### src/design/dtrq_pkg.sv
// ============================================================================
// dtrq_pkg
// Shared types and constants for the deduplicating transfer request queue.
// ============================================================================
`default_nettype none

package dtrq_pkg;

    // Ring geometry: one slot always stays free
    localparam int QUEUE_SLOTS = 16;
    localparam int IDX_W       = $clog2(QUEUE_SLOTS);
    localparam int CNT_W       = IDX_W;
    localparam int HANDLE_W    = 16;

    // Request kinds
    typedef enum logic [1:0] {
        MODE_APPEND  = 2'd0,
        MODE_REPLACE = 2'd1,
        MODE_DONE    = 2'd2
    } t_mode;

    // Status reported for a handle
    typedef enum logic [2:0] {
        ST_QUEUED   = 3'd0,
        ST_STARTED  = 3'd1,
        ST_STOPPED  = 3'd2,
        ST_FINISHED = 3'd3,
        ST_NONE     = 3'd4
    } t_status;

    // Reply code carried on the final result of a request
    typedef enum logic [1:0] {
        RC_FULL   = 2'd0,
        RC_QUEUED = 2'd1,
        RC_DUP    = 2'd2,
        RC_NONE   = 2'd3
    } t_reply;

    // One result item
    typedef struct packed {
        logic [HANDLE_W-1:0] handle;
        t_status             status;
        t_reply              reply;
        logic                active;
        logic                last;
    } t_result;

    // Advance a ring index with wrap
    function automatic logic [IDX_W-1:0] next_idx(input logic [IDX_W-1:0] idx);
        logic [IDX_W-1:0] nxt;
        if (idx == IDX_W'(QUEUE_SLOTS - 1)) begin
            nxt = '0;
        end else begin
            nxt = idx + IDX_W'(1);
        end
        return nxt;
    endfunction

endpackage

`default_nettype wire

### src/design/dedup_transfer_request_queue_core.sv
// ============================================================================
// dedup_transfer_request_queue_core
// Deduplicating ring queue of transfer-request handles with status reporting.
// ============================================================================
// Takes one request at a time (o_stall is high from acceptance until the last
// result of that request has been loaded into the output register). An append
// first runs the duplicate scan, which issues one slot RAM read per cycle from
// the head and compares each returned handle; a match ends the request as a
// duplicate, and a scan with no match refuses the request if the queue is full
// and else appends the handle, which into an empty queue is also reported as
// started. A replace flushes each queued handle (RAM read, then result) and
// then appends. Stalls on the result side hold the sequencer in its emitting
// states. The queue holds up to QUEUE_SLOTS-1 handles.
`default_nettype none

module dedup_transfer_request_queue_core (
    input  wire logic                          i_clk,
    input  wire logic                          i_rst_n,
    // requests
    input  wire logic                          i_valid,
    output logic                               o_stall,
    input  wire logic [1:0]                    i_mode,
    input  wire logic [15:0]                   i_handle,
    // results
    output logic                               o_valid,
    input  wire logic                          i_stall,
    output logic      [15:0]                   o_report_handle,
    output logic      [2:0]                    o_report_status,
    output logic      [1:0]                    o_reply_code,
    output logic                               o_transfer_active,
    output logic                               o_last
);

    logic                             we;
    logic [dtrq_pkg::IDX_W-1:0]       waddr;
    logic [dtrq_pkg::HANDLE_W-1:0]    wdata;
    logic [dtrq_pkg::IDX_W-1:0]       raddr;
    logic [dtrq_pkg::HANDLE_W-1:0]    rdata;
    logic                             out_ready;
    logic                             push;
    dtrq_pkg::t_result                res;
    dtrq_pkg::t_result                out_res;

    // Slot store
    dtrq_ram #(
        .WIDTH (dtrq_pkg::HANDLE_W),
        .DEPTH (dtrq_pkg::QUEUE_SLOTS)
    ) u_ram (
        .i_clk   (i_clk),
        .i_we    (we),
        .i_waddr (waddr),
        .i_wdata (wdata),
        .i_raddr (raddr),
        .o_rdata (rdata)
    );

    // Request sequencer
    dtrq_seq u_seq (
        .i_clk       (i_clk),
        .i_rst_n     (i_rst_n),
        .i_valid     (i_valid),
        .i_mode      (i_mode),
        .i_handle    (i_handle),
        .o_busy      (o_stall),
        .o_we        (we),
        .o_waddr     (waddr),
        .o_wdata     (wdata),
        .o_raddr     (raddr),
        .i_rdata     (rdata),
        .i_out_ready (out_ready),
        .o_push      (push),
        .o_res       (res)
    );

    // Result register
    dtrq_out u_out (
        .i_clk   (i_clk),
        .i_rst_n (i_rst_n),
        .i_push  (push),
        .i_res   (res),
        .o_ready (out_ready),
        .o_valid (o_valid),
        .o_res   (out_res),
        .i_stall (i_stall)
    );

    assign o_report_handle   = out_res.handle;
    assign o_report_status   = out_res.status;
    assign o_reply_code      = out_res.reply;
    assign o_transfer_active = out_res.active;
    assign o_last            = out_res.last;

endmodule

`default_nettype wire

### src/design/dtrq_ram.sv
// ============================================================================
// dtrq_ram
// Generic simple dual-port RAM: one write port, one read port, registered read.
// ============================================================================
`default_nettype none

module dtrq_ram #(
    parameter int WIDTH = 16,
    parameter int DEPTH = 16
) (
    input  wire logic                     i_clk,
    input  wire logic                     i_we,
    input  wire logic [$clog2(DEPTH)-1:0] i_waddr,
    input  wire logic [WIDTH-1:0]         i_wdata,
    input  wire logic [$clog2(DEPTH)-1:0] i_raddr,
    output logic      [WIDTH-1:0]         o_rdata
);

    logic [WIDTH-1:0] r_mem [DEPTH];
    logic [WIDTH-1:0] r_rdata;

    // Write, and register the read data
    always_ff @(posedge i_clk) begin
        if (i_we) begin
            r_mem[i_waddr] <= i_wdata;
        end
        r_rdata <= r_mem[i_raddr];
    end

    assign o_rdata = r_rdata;

endmodule

`default_nettype wire

### src/design/dtrq_out.sv
// ============================================================================
// dtrq_out
// Output register stage: holds one result until the receiver takes it.
// ============================================================================
`default_nettype none

module dtrq_out (
    input  wire logic             i_clk,
    input  wire logic             i_rst_n,
    input  wire logic             i_push,
    input  wire dtrq_pkg::t_result i_res,
    output logic                  o_ready,
    output logic                  o_valid,
    output dtrq_pkg::t_result     o_res,
    input  wire logic             i_stall
);

    logic              r_valid;
    dtrq_pkg::t_result r_res;

    // Free when empty or when the held result leaves this cycle
    assign o_ready = !r_valid || !i_stall;

    // Load a new result, or drop the taken one
    always_ff @(posedge i_clk) begin
        if (!i_rst_n) begin
            r_valid <= 1'b0;
        end else if (i_push) begin
            r_valid <= 1'b1;
        end else if (!i_stall) begin
            r_valid <= 1'b0;
        end
    end

    // Hold payload
    always_ff @(posedge i_clk) begin
        if (i_push) begin
            r_res <= i_res;
        end
    end

    assign o_valid = r_valid;
    assign o_res   = r_res;

endmodule

`default_nettype wire

### src/design/dtrq_seq.sv
// ============================================================================
// dtrq_seq
// Request sequencer: walks the slot RAM for the duplicate scan and the flush,
// keeps the ring pointers and produces one result at a time.
// ============================================================================
`default_nettype none

module dtrq_seq (
    input  wire logic                             i_clk,
    input  wire logic                             i_rst_n,
    // request side
    input  wire logic                             i_valid,
    input  wire logic [1:0]                       i_mode,
    input  wire logic [dtrq_pkg::HANDLE_W-1:0]    i_handle,
    output logic                                  o_busy,
    // slot RAM
    output logic                                  o_we,
    output logic      [dtrq_pkg::IDX_W-1:0]       o_waddr,
    output logic      [dtrq_pkg::HANDLE_W-1:0]    o_wdata,
    output logic      [dtrq_pkg::IDX_W-1:0]       o_raddr,
    input  wire logic [dtrq_pkg::HANDLE_W-1:0]    i_rdata,
    // result stage
    input  wire logic                             i_out_ready,
    output logic                                  o_push,
    output dtrq_pkg::t_result                     o_res
);

    typedef enum logic [3:0] {
        S_IDLE,
        S_SCAN,
        S_FLUSH_RD,
        S_FLUSH_EMIT,
        S_APPEND,
        S_QUEUED_EMIT,
        S_START_EMIT,
        S_DONE_RD,
        S_DONE_EMIT,
        S_NEXT_RD,
        S_NEXT_EMIT,
        S_REPLY
    } t_state;

    t_state                          r_state;
    logic [dtrq_pkg::HANDLE_W-1:0]   r_handle;
    logic [dtrq_pkg::IDX_W-1:0]      r_head;
    logic [dtrq_pkg::IDX_W-1:0]      r_tail;
    logic [dtrq_pkg::CNT_W-1:0]      r_count;
    logic                            r_engine;
    logic [dtrq_pkg::IDX_W-1:0]      r_ptr;
    logic [dtrq_pkg::CNT_W-1:0]      r_left;
    logic                            r_pend;
    logic                            r_first;
    dtrq_pkg::t_result               r_rep;

    logic accept;
    logic match;
    logic full;

    assign o_busy = (r_state != S_IDLE);
    assign accept = i_valid && (r_state == S_IDLE);
    assign match  = r_pend && (i_rdata == r_handle);
    assign full   = (r_count == dtrq_pkg::CNT_W'(dtrq_pkg::QUEUE_SLOTS - 1));

    // Slot RAM access: scan walks its own pointer, everything else reads head
    assign o_raddr = (r_state == S_SCAN) ? r_ptr : r_head;
    assign o_we    = (r_state == S_APPEND);
    assign o_waddr = r_tail;
    assign o_wdata = r_handle;

    // Select the result offered in each emitting state
    always_comb begin
        o_push = 1'b0;
        o_res  = r_rep;
        case (r_state)
            S_FLUSH_EMIT: begin
                o_push = i_out_ready;
                o_res  = '{handle: i_rdata, status: dtrq_pkg::ST_STOPPED,
                           reply: dtrq_pkg::RC_NONE, active: 1'b1, last: 1'b0};
            end
            S_QUEUED_EMIT: begin
                o_push = i_out_ready;
                o_res  = '{handle: r_handle, status: dtrq_pkg::ST_QUEUED,
                           reply: r_first ? dtrq_pkg::RC_NONE : dtrq_pkg::RC_QUEUED,
                           active: r_first ? 1'b1 : r_engine, last: !r_first};
            end
            S_START_EMIT: begin
                o_push = i_out_ready;
                o_res  = '{handle: r_handle, status: dtrq_pkg::ST_STARTED,
                           reply: dtrq_pkg::RC_QUEUED, active: 1'b1, last: 1'b1};
            end
            S_DONE_EMIT: begin
                o_push = i_out_ready;
                o_res  = '{handle: i_rdata, status: dtrq_pkg::ST_FINISHED,
                           reply: dtrq_pkg::RC_NONE,
                           active: (r_count > dtrq_pkg::CNT_W'(1)),
                           last: (r_count == dtrq_pkg::CNT_W'(1))};
            end
            S_NEXT_EMIT: begin
                o_push = i_out_ready;
                o_res  = '{handle: i_rdata, status: dtrq_pkg::ST_STARTED,
                           reply: dtrq_pkg::RC_NONE, active: 1'b1, last: 1'b1};
            end
            S_REPLY: begin
                o_push = i_out_ready;
                o_res  = r_rep;
            end
            default: begin
                o_push = 1'b0;
                o_res  = r_rep;
            end
        endcase
    end

    // Sequence each request through the slot RAM
    always_ff @(posedge i_clk) begin
        if (!i_rst_n) begin
            r_state  <= S_IDLE;
            r_head   <= '0;
            r_tail   <= '0;
            r_count  <= '0;
            r_engine <= 1'b0;
            r_pend   <= 1'b0;
        end else begin
            case (r_state)
                S_IDLE: begin
                    if (accept) begin
                        r_handle <= i_handle;
                        case (dtrq_pkg::t_mode'(i_mode))
                            dtrq_pkg::MODE_APPEND: begin
                                r_ptr   <= r_head;
                                r_left  <= r_count;
                                r_pend  <= 1'b0;
                                r_state <= S_SCAN;
                            end
                            dtrq_pkg::MODE_REPLACE: begin
                                r_engine <= 1'b0;
                                r_state  <= (r_count == '0) ? S_APPEND : S_FLUSH_RD;
                            end
                            dtrq_pkg::MODE_DONE: begin
                                if (r_count == '0) begin
                                    r_engine <= 1'b0;
                                    r_rep    <= '{handle: '0, status: dtrq_pkg::ST_NONE,
                                                  reply: dtrq_pkg::RC_NONE, active: 1'b0,
                                                  last: 1'b1};
                                    r_state  <= S_REPLY;
                                end else begin
                                    r_state  <= S_DONE_RD;
                                end
                            end
                            default: begin
                                // unused request kind: report nothing
                                r_rep   <= '{handle: '0, status: dtrq_pkg::ST_NONE,
                                             reply: dtrq_pkg::RC_NONE, active: r_engine,
                                             last: 1'b1};
                                r_state <= S_REPLY;
                            end
                        endcase
                    end
                end
                S_SCAN: begin
                    // one read issued and one compared per cycle
                    if (match) begin
                        r_rep   <= '{handle: r_handle, status: dtrq_pkg::ST_NONE,
                                     reply: dtrq_pkg::RC_DUP, active: r_engine, last: 1'b1};
                        r_state <= S_REPLY;
                    end else if (!r_pend && (r_left == '0)) begin
                        if (full) begin
                            r_rep   <= '{handle: r_handle, status: dtrq_pkg::ST_NONE,
                                         reply: dtrq_pkg::RC_FULL, active: r_engine,
                                         last: 1'b1};
                            r_state <= S_REPLY;
                        end else begin
                            r_state <= S_APPEND;
                        end
                    end else begin
                        r_pend <= (r_left != '0);
                        if (r_left != '0) begin
                            r_ptr  <= dtrq_pkg::next_idx(r_ptr);
                            r_left <= r_left - dtrq_pkg::CNT_W'(1);
                        end
                    end
                end
                S_FLUSH_RD: begin
                    r_state <= S_FLUSH_EMIT;
                end
                S_FLUSH_EMIT: begin
                    // retire head as stopped
                    if (i_out_ready) begin
                        r_head  <= dtrq_pkg::next_idx(r_head);
                        r_count <= r_count - dtrq_pkg::CNT_W'(1);
                        r_state <= (r_count == dtrq_pkg::CNT_W'(1)) ? S_APPEND : S_FLUSH_RD;
                    end
                end
                S_APPEND: begin
                    r_first <= (r_count == '0);
                    r_tail  <= dtrq_pkg::next_idx(r_tail);
                    r_count <= r_count + dtrq_pkg::CNT_W'(1);
                    r_state <= S_QUEUED_EMIT;
                end
                S_QUEUED_EMIT: begin
                    if (i_out_ready) begin
                        r_state <= r_first ? S_START_EMIT : S_IDLE;
                    end
                end
                S_START_EMIT: begin
                    if (i_out_ready) begin
                        r_engine <= 1'b1;
                        r_state  <= S_IDLE;
                    end
                end
                S_DONE_RD: begin
                    r_state <= S_DONE_EMIT;
                end
                S_DONE_EMIT: begin
                    // retire head as finished, then start the next one if any
                    if (i_out_ready) begin
                        r_head   <= dtrq_pkg::next_idx(r_head);
                        r_count  <= r_count - dtrq_pkg::CNT_W'(1);
                        r_engine <= (r_count > dtrq_pkg::CNT_W'(1));
                        r_state  <= (r_count > dtrq_pkg::CNT_W'(1)) ? S_NEXT_RD : S_IDLE;
                    end
                end
                S_NEXT_RD: begin
                    r_state <= S_NEXT_EMIT;
                end
                S_NEXT_EMIT: begin
                    if (i_out_ready) begin
                        r_state <= S_IDLE;
                    end
                end
                S_REPLY: begin
                    if (i_out_ready) begin
                        r_state <= S_IDLE;
                    end
                end
                default: begin
                    r_state <= S_IDLE;
                end
            endcase
        end
    end

endmodule

`default_nettype wire

### config.mk
export PLATFORM = sky130hd
export DESIGN_NAME = dedup_transfer_request_queue_core
export DESIGN_NICKNAME = d
export VERILOG_FILES = /design/src/design/dtrq_pkg.sv /design/src/design/dedup_transfer_request_queue_core.sv /design/src/design/dtrq_ram.sv /design/src/design/dtrq_out.sv /design/src/design/dtrq_seq.sv
export SDC_FILE = /design/constraint.sdc
export NUM_CORES = 1
export LEC_CHECK = 0
export BUFFER_PORTS_ARGS = -buffer_cell sky130_fd_sc_hd__buf_2
export CAP_MARGIN = 40
export CORE_MARGIN = 1.5
export CORE_UTILIZATION = 50
export CTS_CLUSTER_SIZE = 28
export DETAILED_ROUTE_END_ITERATION = 10
export GPL_TIMING_DRIVEN = 0
export HOLD_SLACK_MARGIN = 0.05
export PLACE_DENSITY = 0.66
export SETUP_SLACK_MARGIN = 0.05
export SLEW_MARGIN = 10
export SYNTH_ARGS = -nofsm -noshare
export SYNTH_HDL_FRONTEND = slang
export SYNTH_HIERARCHICAL = 1
export SYNTH_SLANG_ARGS = --single-unit
### constraint.sdc
create_clock -name i_clk -period 10.8 [get_ports i_clk]
set_clock_uncertainty 0.2 [all_clocks]
set_input_delay 0 -clock i_clk [delete_from_list [all_inputs] [get_ports i_clk]]
set_output_delay 0 -clock i_clk [all_outputs]
set_load 0.02 [all_outputs]
==> flow_summary_export.csv, run 1 <==
group,metric,value,unit
outcome,status,"complete, no violations",
clock_tree,root_buffer,"clkbuf_16",
critical_path,endpoint,"u_seq/r_state[2]$_SDFFE_PN0P_",
global_route,grt_pass1_vias,8152,
critical_path,worstPathArrival,4.62,ns
critical_path,critical_path.slowest_cell,"dlygate4sd3_1",
die,rows,62,
yosys,synth.distinct_cells,62,
place,dp.cells,1323,
yosys,avgSynthCellArea,16.6,um^2
detailed_routing,vias,8021,
critical_path,slowest_delay,0.57,ns
clock_tree,cts_setup_buffers,0,
finish,area_growth,18.6,%
die,fp.dieArea,29900,um^2
critical_path,crit_path_cell_trace,"inv_1 > ha_1 > nor3b_2 > nor2_1 > nand2_1 > dlygate4sd3_1 > a211o_1 > dlygate4sd3_1 > a21oi_1 > nor2_1 > dlygate4sd3_1 > a21oi_1 > dlygate4sd3_1",
timing,worstMarginPinSlew,0.869,ns
flow_run,max_cap_viol_count,0,
yosys,yosys_warnings,6,
power_and_ir_drop,ir_drop,0.155,mV
yosys,synthTopCellsByCount,"323 x edfxtp_1, 110 x nand2_1, 54 x mux4_2, 49 x a22oi_1, 47 x nor2_1",
die,start_util,50.6,%
die,core,28500,um^2
detailed_routing,drtAntennaViolNets,0,
finish,drive_above_1_share,22.3,%
detailed_routing,drt_wl_total,29900,um
timing,fmax,0.229,GHz
global_route,grt_pass1_wl,46600,um
yosys,synth_edf_count,323,
worst_hold_path,holdPathStages,4,
clock_tree,insertion_delay,0.52,ns
finish,fin_nets,1052,
critical_path,worst_r2r_endpoint,"u_seq/r_state[2]$_SDFFE_PN0P_",
detailed_routing,drc_errors,0,
place,gp_congestion,0.884,
yosys,synth_area_leaders,"edfxtp_1 67%, mux4_2 8.4%, dfxtp_1 4.9%",
timing,relSlewSlack,41.8,%
clock_tree,clock_sinks,358,
die,fp.dieH,173,um
clock_tree,hold_buffers,43,
clock_tree,cts_max_level,2,
finish,fin_cells,1434,
yosys,yosysTopAreaCellShare,67.1,%
yosys,yosysSeqAreaShare,72.0,%
global_route,track_usage,20.4,%
yosys,synthCells,870,
critical_path,reg2reg_setup_slack,6.44,ns
yosys,synth_nets,901,
clock_tree,cts_inserted_buffers,37,
critical_path,crit_start,"u_seq/r_count[0]$_SDFFE_PN0P_",
global_route,antenna_found_initial,0,
critical_path,reg2regPathDepth,13,
yosys,synth_most_common_cell,"edfxtp_1",
critical_path,worst_setup_path_start_kind,"register",
clock_tree,cts_tree,"done",
yosys,syn_area,14400,um^2
clock_tree,cts.path.max_buffers,3,
timing,fin_crit_sh,40.4,%
yosys,synthArstFlopShare,0,%
detailed_routing,wire_per_inst,20.8,um
critical_path,crit_fanout,6,
timing,hold_viol,0,
critical_path,end_kind,"register",
detailed_routing,via_per_inst,5.59,
yosys,synth_ff_type,"edfxtp_1",
critical_path,cp_common_cell,"dlygate4sd3_1",
critical_path,cp.required,11.06,ns
place,portBuffers,46,
global_route,grt_max_degree,24,
worst_hold_path,hold_path_class,"in -> reg",
timing,fin_hold_ws,0.301,ns
place,post-dp-hpwl,20300,um
timing,finalSetupViolCount,0,
timing,period_needed,4.36,ns
yosys,synth_top_area_cell,"edfxtp_1",
timing,drv_slew,0,
critical_path,critical_path_class,"reg -> reg",
global_route,overflow,0,
power_and_ir_drop,leakagePower,5.77,nW
timing,tns,0,ns
die,ios,47,
clock_tree,post_cts_resize_count,0,
detailed_routing,drtPass1Iterations,6,
critical_path,reg2reg_from,"u_seq/r_count[0]$_SDFFE_PN0P_",
die,die-width,173,um
finish,post-route-util,60.0,%
clock_tree,cts.clk_slew.worst_paths,0.06,ns
yosys,ys_ff_latch,358,
finish,antennaDiodeCount,0,
power_and_ir_drop,powerDensity,248,nW/um^2
detailed_routing,drt_first_iter_violations,743,
timing,grt_setup_unrepaired,"false",
==> metrics by stage <==
step	setup WS [ns]	area, um^2	power (mW)
floorplan	7.26	14400	2.64
global placement	5.95	15200	2.96
detailed placement	7.09	15500	2.99
CTS	6.53	17100	4.27
global route	6.30	17100	4.44
finish	6.44	17100	4.25
==> kinds of logic (layout without fill, tap and decap cells) <==
logic type	after synthesis	in the layout	synth area share, %
buffers and inverters	51	231	1.78
xor gates and xnor gates	24	24	1.46
and+or+nand+nor	240	240	7.80
adders and majority gates	9	9	0.780
DFF	358	358	72.0
AOI/OAI and AO/OA	123	123	5.89
muxes	65	65	10.3
==> state kept, by name (all words and copies together), names as in the netlist <==
name,count
u_seq/r_count,4
u_ram/r_mem,256
u_out/o_res,23
u_seq/r_ptr,4
u_seq/r_pend,1
u_seq/r_state,4
u_seq/r_rep,19
u_seq/r_engine,1
u_seq/o_wdata,16
u_seq/o_waddr,4
u_ram/o_rdata,16
u_out/o_valid,1
u_seq/r_head,4
u_seq/r_left,4
u_seq/r_first,1
==> per-layer routing <==
| layer | GRT usage (%) | share of wire [%] | vias up |
|---|---|---|---|
| li1 | - | - | 3720 |
| met1 | 28.9 | 44 | 4000 |
| met5 | 0 | 0 | - |
| met4 | 6.05 | 2.2 | 0 |
| met3 | 2.75 | 5.2 | 53 |
| met2 | 33.4 | 49 | 248 |
==> power by group <==
| group | internal [mW] | total (mW) | leakage [nW] | switching, mW |
|---|---|---|---|---|
| Clock | 0.748 | 1.26 | 0.594 | 0.508 |
| Sequential | 1.69 | 1.78 | 3.21 | 0.0907 |
| Combinational | 0.510 | 1.21 | 1.96 | 0.697 |
==> placed cells by master, fill, tap and decap left out, types with 6 or more instances in the layout <==
master | Yosys | layout
a21oi_1 | 25 | 25
a22oi_1 | 49 | 49
and3_1 | 16 | 16
buf_2 | 10 | 57
buf_4 | 4 | 10
buf_6 | 5 | 8
buf_8 | 0 | 13
clkbuf_1 | 17 | 28
clkbuf_16 | 0 | 37
clkinv_2 | 0 | 8
dfxtp_1 | 35 | 35
dlygate4sd3_1 | 0 | 43
edfxtp_1 | 323 | 323
ha_1 | 9 | 9
inv_1 | 7 | 7
mux4_1 | 10 | 10
mux4_2 | 54 | 54
nand2_1 | 110 | 110
nand2b_1 | 11 | 11
nand3_1 | 10 | 10
nor2_1 | 47 | 34
nor2_2 | 1 | 14
nor2b_1 | 7 | 7
nor3_1 | 11 | 6
o21ai_0 | 22 | 22
xnor2_1 | 21 | 21
==> how the worst min path moves through the flow <==
| stage | start | slack (ns) | end |
|---|---|---|---|
| after floorplan | i_handle[0] | -0.10 | u_seq/o_wdata[0]$_DFFE_PP_ |
| after global routing | i_mode[0] | 0.32 | u_seq/r_rep[1]$_DFFE_PP_ |
| after CTS | i_mode[0] | 0.28 | u_seq/r_rep[1]$_DFFE_PP_ |
| after detailed placement | i_handle[7] | -0.02 | u_seq/o_wdata[7]$_DFFE_PP_ |
| after global placement | i_handle[0] | -0.02 | u_seq/o_wdata[0]$_DFFE_PP_ |
| final | i_mode[0] | 0.30 | u_seq/r_rep[1]$_DFFE_PP_ |
==> layout make-up <==
type,count,area [um^2]
fill,2182,11400
sequential,358,10400
multi-input combinational,461,3850
clock buffer,50,995
timing repair buffer,112,940
tap,384,480
buffer,41,219
clock inverter,18,213
inverter,10,37.5
==> critical path: cells and delay by family (launching register included) <==
family | cells | cell delay, ns
buffers and inverters | 5 | 2.37
AOI/OAI and AO/OA | 3 | 0.58
and+or+nand+nor | 4 | 0.48
DFF | 1 | 0.45
adders and majority gates | 1 | 0.22
Note: power is estimated with default switching activity, not from simulation.
==> run 2: changes to the inputs <==
- ABC_AREA: unset -> 1
- clock period: 10.8 -> 4.5 ns (I/O delays scaled with it)
==> run 2 against run 1 <==
Effect of this change: global-route usage increased by 6.3 points; sequential cell count unchanged; worst hold slack got worse by 0.10 ns; non-clock buffer count increased by 17; largest cell class unchanged; critical endpoint is now u_ram/o_rdata[11]$_DFF_P_; highest routed layer unchanged; clock power increased by 130%.
==> flow_summary_export.csv, run 2 <==
group,metric,value,unit
outcome,status,"complete, no violations",
timing,hold_viol,0,
critical_path,crit_fanout,10,
die,start_util,50.6,%
yosys,synth_most_common_cell,"nand2_1",
detailed_routing,drtAntennaViolNets,0,
clock_tree,cts_setup_buffers,0,
place,gp_congestion,0.912,
global_route,antenna_found_initial,1,
finish,largest-register,"u_ram/r_mem",
clock_tree,root_buffer,"clkbuf_16",
finish,fin_cells,2149,
global_route,grt_pass1_vias,11400,
timing,tns,0,ns
power_and_ir_drop,powerDensity,636,nW/um^2
clock_tree,cts_tree,"done",
finish,register_area,10400,um^2
detailed_routing,vias,11600,
finish,antennaDiodeCount,0,
finish,fin_nets,1751,
yosys,synthArstFlopShare,0,%
yosys,ys_ff_latch,358,
global_route,grt_max_degree,21,
yosys,synth_ff_type,"edfxtp_1",
clock_tree,cts_max_level,2,
power_and_ir_drop,leakagePower,7.91,nW
place,placed_area,17000,um^2
yosys,synth_edf_count,323,
timing,finalSetupViolCount,0,
detailed_routing,wire_per_inst,20.0,um
die,rows,65,
detailed_routing,drt_first_iter_violations,1341,
detailed_routing,drtPass1Iterations,5,
place,post-dp-hpwl,29000,um
timing,grt_setup_unrepaired,"false",
critical_path,critical_path_class,"reg -> reg",
timing,relSlewSlack,35.8,%
power_and_ir_drop,ir_drop,0.426,mV
timing,fin_crit_sh,78.5,%
global_route,overflow,0,
critical_path,end_kind,"register",
finish,layout_common_cells,"456 x nand2_1, 323 x edfxtp_1, 256 x inv_1, 207 x nand3_1, 69 x buf_2",
timing,drv_slew,0,
yosys,syn_area,15900,um^2
finish,drive_above_1_share,13.2,%
finish,stdcell_area,18500,um^2
critical_path,worstPathArrival,3.79,ns
timing,worstMarginPinSlew,0.963,ns
yosys,yosysSeqAreaShare,65.5,%
yosys,yosys_warnings,6,
finish,largest_reg_flops,256,
timing,fmax,0.283,GHz
yosys,yosysTopAreaCellShare,61.1,%
yosys,synth.distinct_cells,47,
detailed_routing,drc_errors,0,
global_route,track_usage,26.7,%
yosys,synth_area_leaders,"edfxtp_1 61%, nand2_1 11%, nand3_1 6.5%",
detailed_routing,drt_wl_total,42900,um
clock_tree,insertion_delay,0.54,ns
timing,fin_hold_ws,0.196,ns
die,core,31400,um^2
die,fp.dieH,181,um
yosys,synthTopCellsByCount,"456 x nand2_1, 323 x edfxtp_1, 256 x inv_1, 207 x nand3_1, 72 x nor2_1",
finish,layout_commonest_cell,"nand2_1",
clock_tree,cts_inserted_buffers,38,
worst_hold_path,hold_path_class,"in -> reg",
place,dp.cells,2041,
place,portBuffers,46,
yosys,synth_top_area_cell,"edfxtp_1",
clock_tree,cts.clk_slew.worst_paths,0.06,ns
finish,multi_input_area,4130,um^2
yosys,avgSynthCellArea,10.1,um^2
global_route,grt_pass1_wl,65400,um
flow_run,max_cap_viol_count,0,
clock_tree,clock_sinks,358,
critical_path,cp.required,4.76,ns
die,die-width,181,um
yosys,synth_nets,1601,
clock_tree,cts.path.max_buffers,3,
critical_path,worst_setup_path_start_kind,"register",
die,fp.dieArea,32800,um^2
yosys,synthCells,1570,
die,ios,47,
finish,area_growth,16.8,%
finish,fill_cells,2637,
detailed_routing,via_per_inst,5.41,
timing,period_needed,3.53,ns
## run 2: cell count changes in the layout (fill, tap and decap cells not counted), sizes merged, moves of 37 or more
| cell | delta |
|---|---|
| a22oi | -49 |
| inv | +264 |
| mux4 | -64 |
| nand2 | +356 |
| nand3 | +198 |
| nor2 | +37 |
## run 2: logic make-up (layout without fill, tap and decap cells)
kind of cell / count (synthesis) / after routing / synth area share (%)
fa+ha+maj: 9 / 9 / 0.709
buf+inv: 333 / 510 / 8.75
compound gates: 77 / 77 / 3.13
xor+xnor: 6 / 6 / 0.331
simple gates: 787 / 787 / 21.6
flops: 358 / 358 / 65.5
## run 2: worst max-delay path: stages, from the launching register on
cell and delay, ns:
dfxtp_1 0.38, inv_2 0.15, nand2_2 0.09, nor2_2 0.18, buf_2 0.28, inv_2 0.13
buf_2 0.24, nand2_1 0.11, nand2_1 0.13, inv_2 0.21, clkbuf_1 0.57, nand3_1 0.17
nand3_1 0.18, nand3_1 0.26, nand2_1 0.17
## run 2: metrics by stage
| step | worst slack [ns] | total power, mW | utilization, % |
|---|---|---|---|
| after floorplan | 1.71 | 7.22 | - |
| after global placement | 0.429 | 8.65 | 52.9 |
| after detailed placement | 1.05 | 8.81 | 54.1 |
| after CTS | 1.04 | 11.8 | 59.1 |
| after global routing | 0.766 | 12.4 | 59.1 |
| final | 0.966 | 11.8 | 59.1 |
## run 2: path summary, 6_finish.rpt
path | startpoint | end | slack [ns] | cells after the start
worst min register to register | u_seq/r_rep[2]$_DFFE_PP_ | u_out/o_res[2]$_DFFE_PP_ | 0.30 | 2
worst min-delay path | i_rst_n | u_seq/r_head[3]$_SDFFE_PN0P_ | 0.20 | 4
worst max register to register | u_seq/r_state[1]$_SDFFE_PN0P_ | u_ram/o_rdata[11]$_DFF_P_ | 0.97 | 14
worst max-delay path | u_seq/r_state[1]$_SDFFE_PN0P_ | u_ram/o_rdata[11]$_DFF_P_ | 0.97 | 14
## run 2: final cells by class
class / instances / area share (%)
Clock buffer: 51 / 5.51
Timing Repair Buffer: 110 / 5.30
Multi-Input combinational cell: 879 / 22.3
Inverter: 273 / 5.53
Sequential cell: 358 / 56.1
Buffer: 60 / 1.96
Tap cell: 402 / 2.71
Clock inverter: 16 / 0.654
## run 2: per-layer routing
layer / GRT usage, % / routed length (um) / vias to the layer above
met5: 0 / 0 / -
met4: 9.37 / 1370 / 0
met3: 3.97 / 3760 / 81
met2: 44.2 / 20200 / 512
met1: 36.1 / 17600 / 5573
li1: - / - / 5450
## run 2: what timing repair did
action,in CTS,in global routing
hold endpoints to repair,79,0
resized for setup,0,0
setup endpoints to repair,0,0
hold buffers,40,0
## run 2: power breakdown
group / switching [mW] / internal [mW]
registers: 0.328 / 4.24
clock network: 1.27 / 1.66
logic: 2.99 / 1.31
total: 4.58 / 7.22
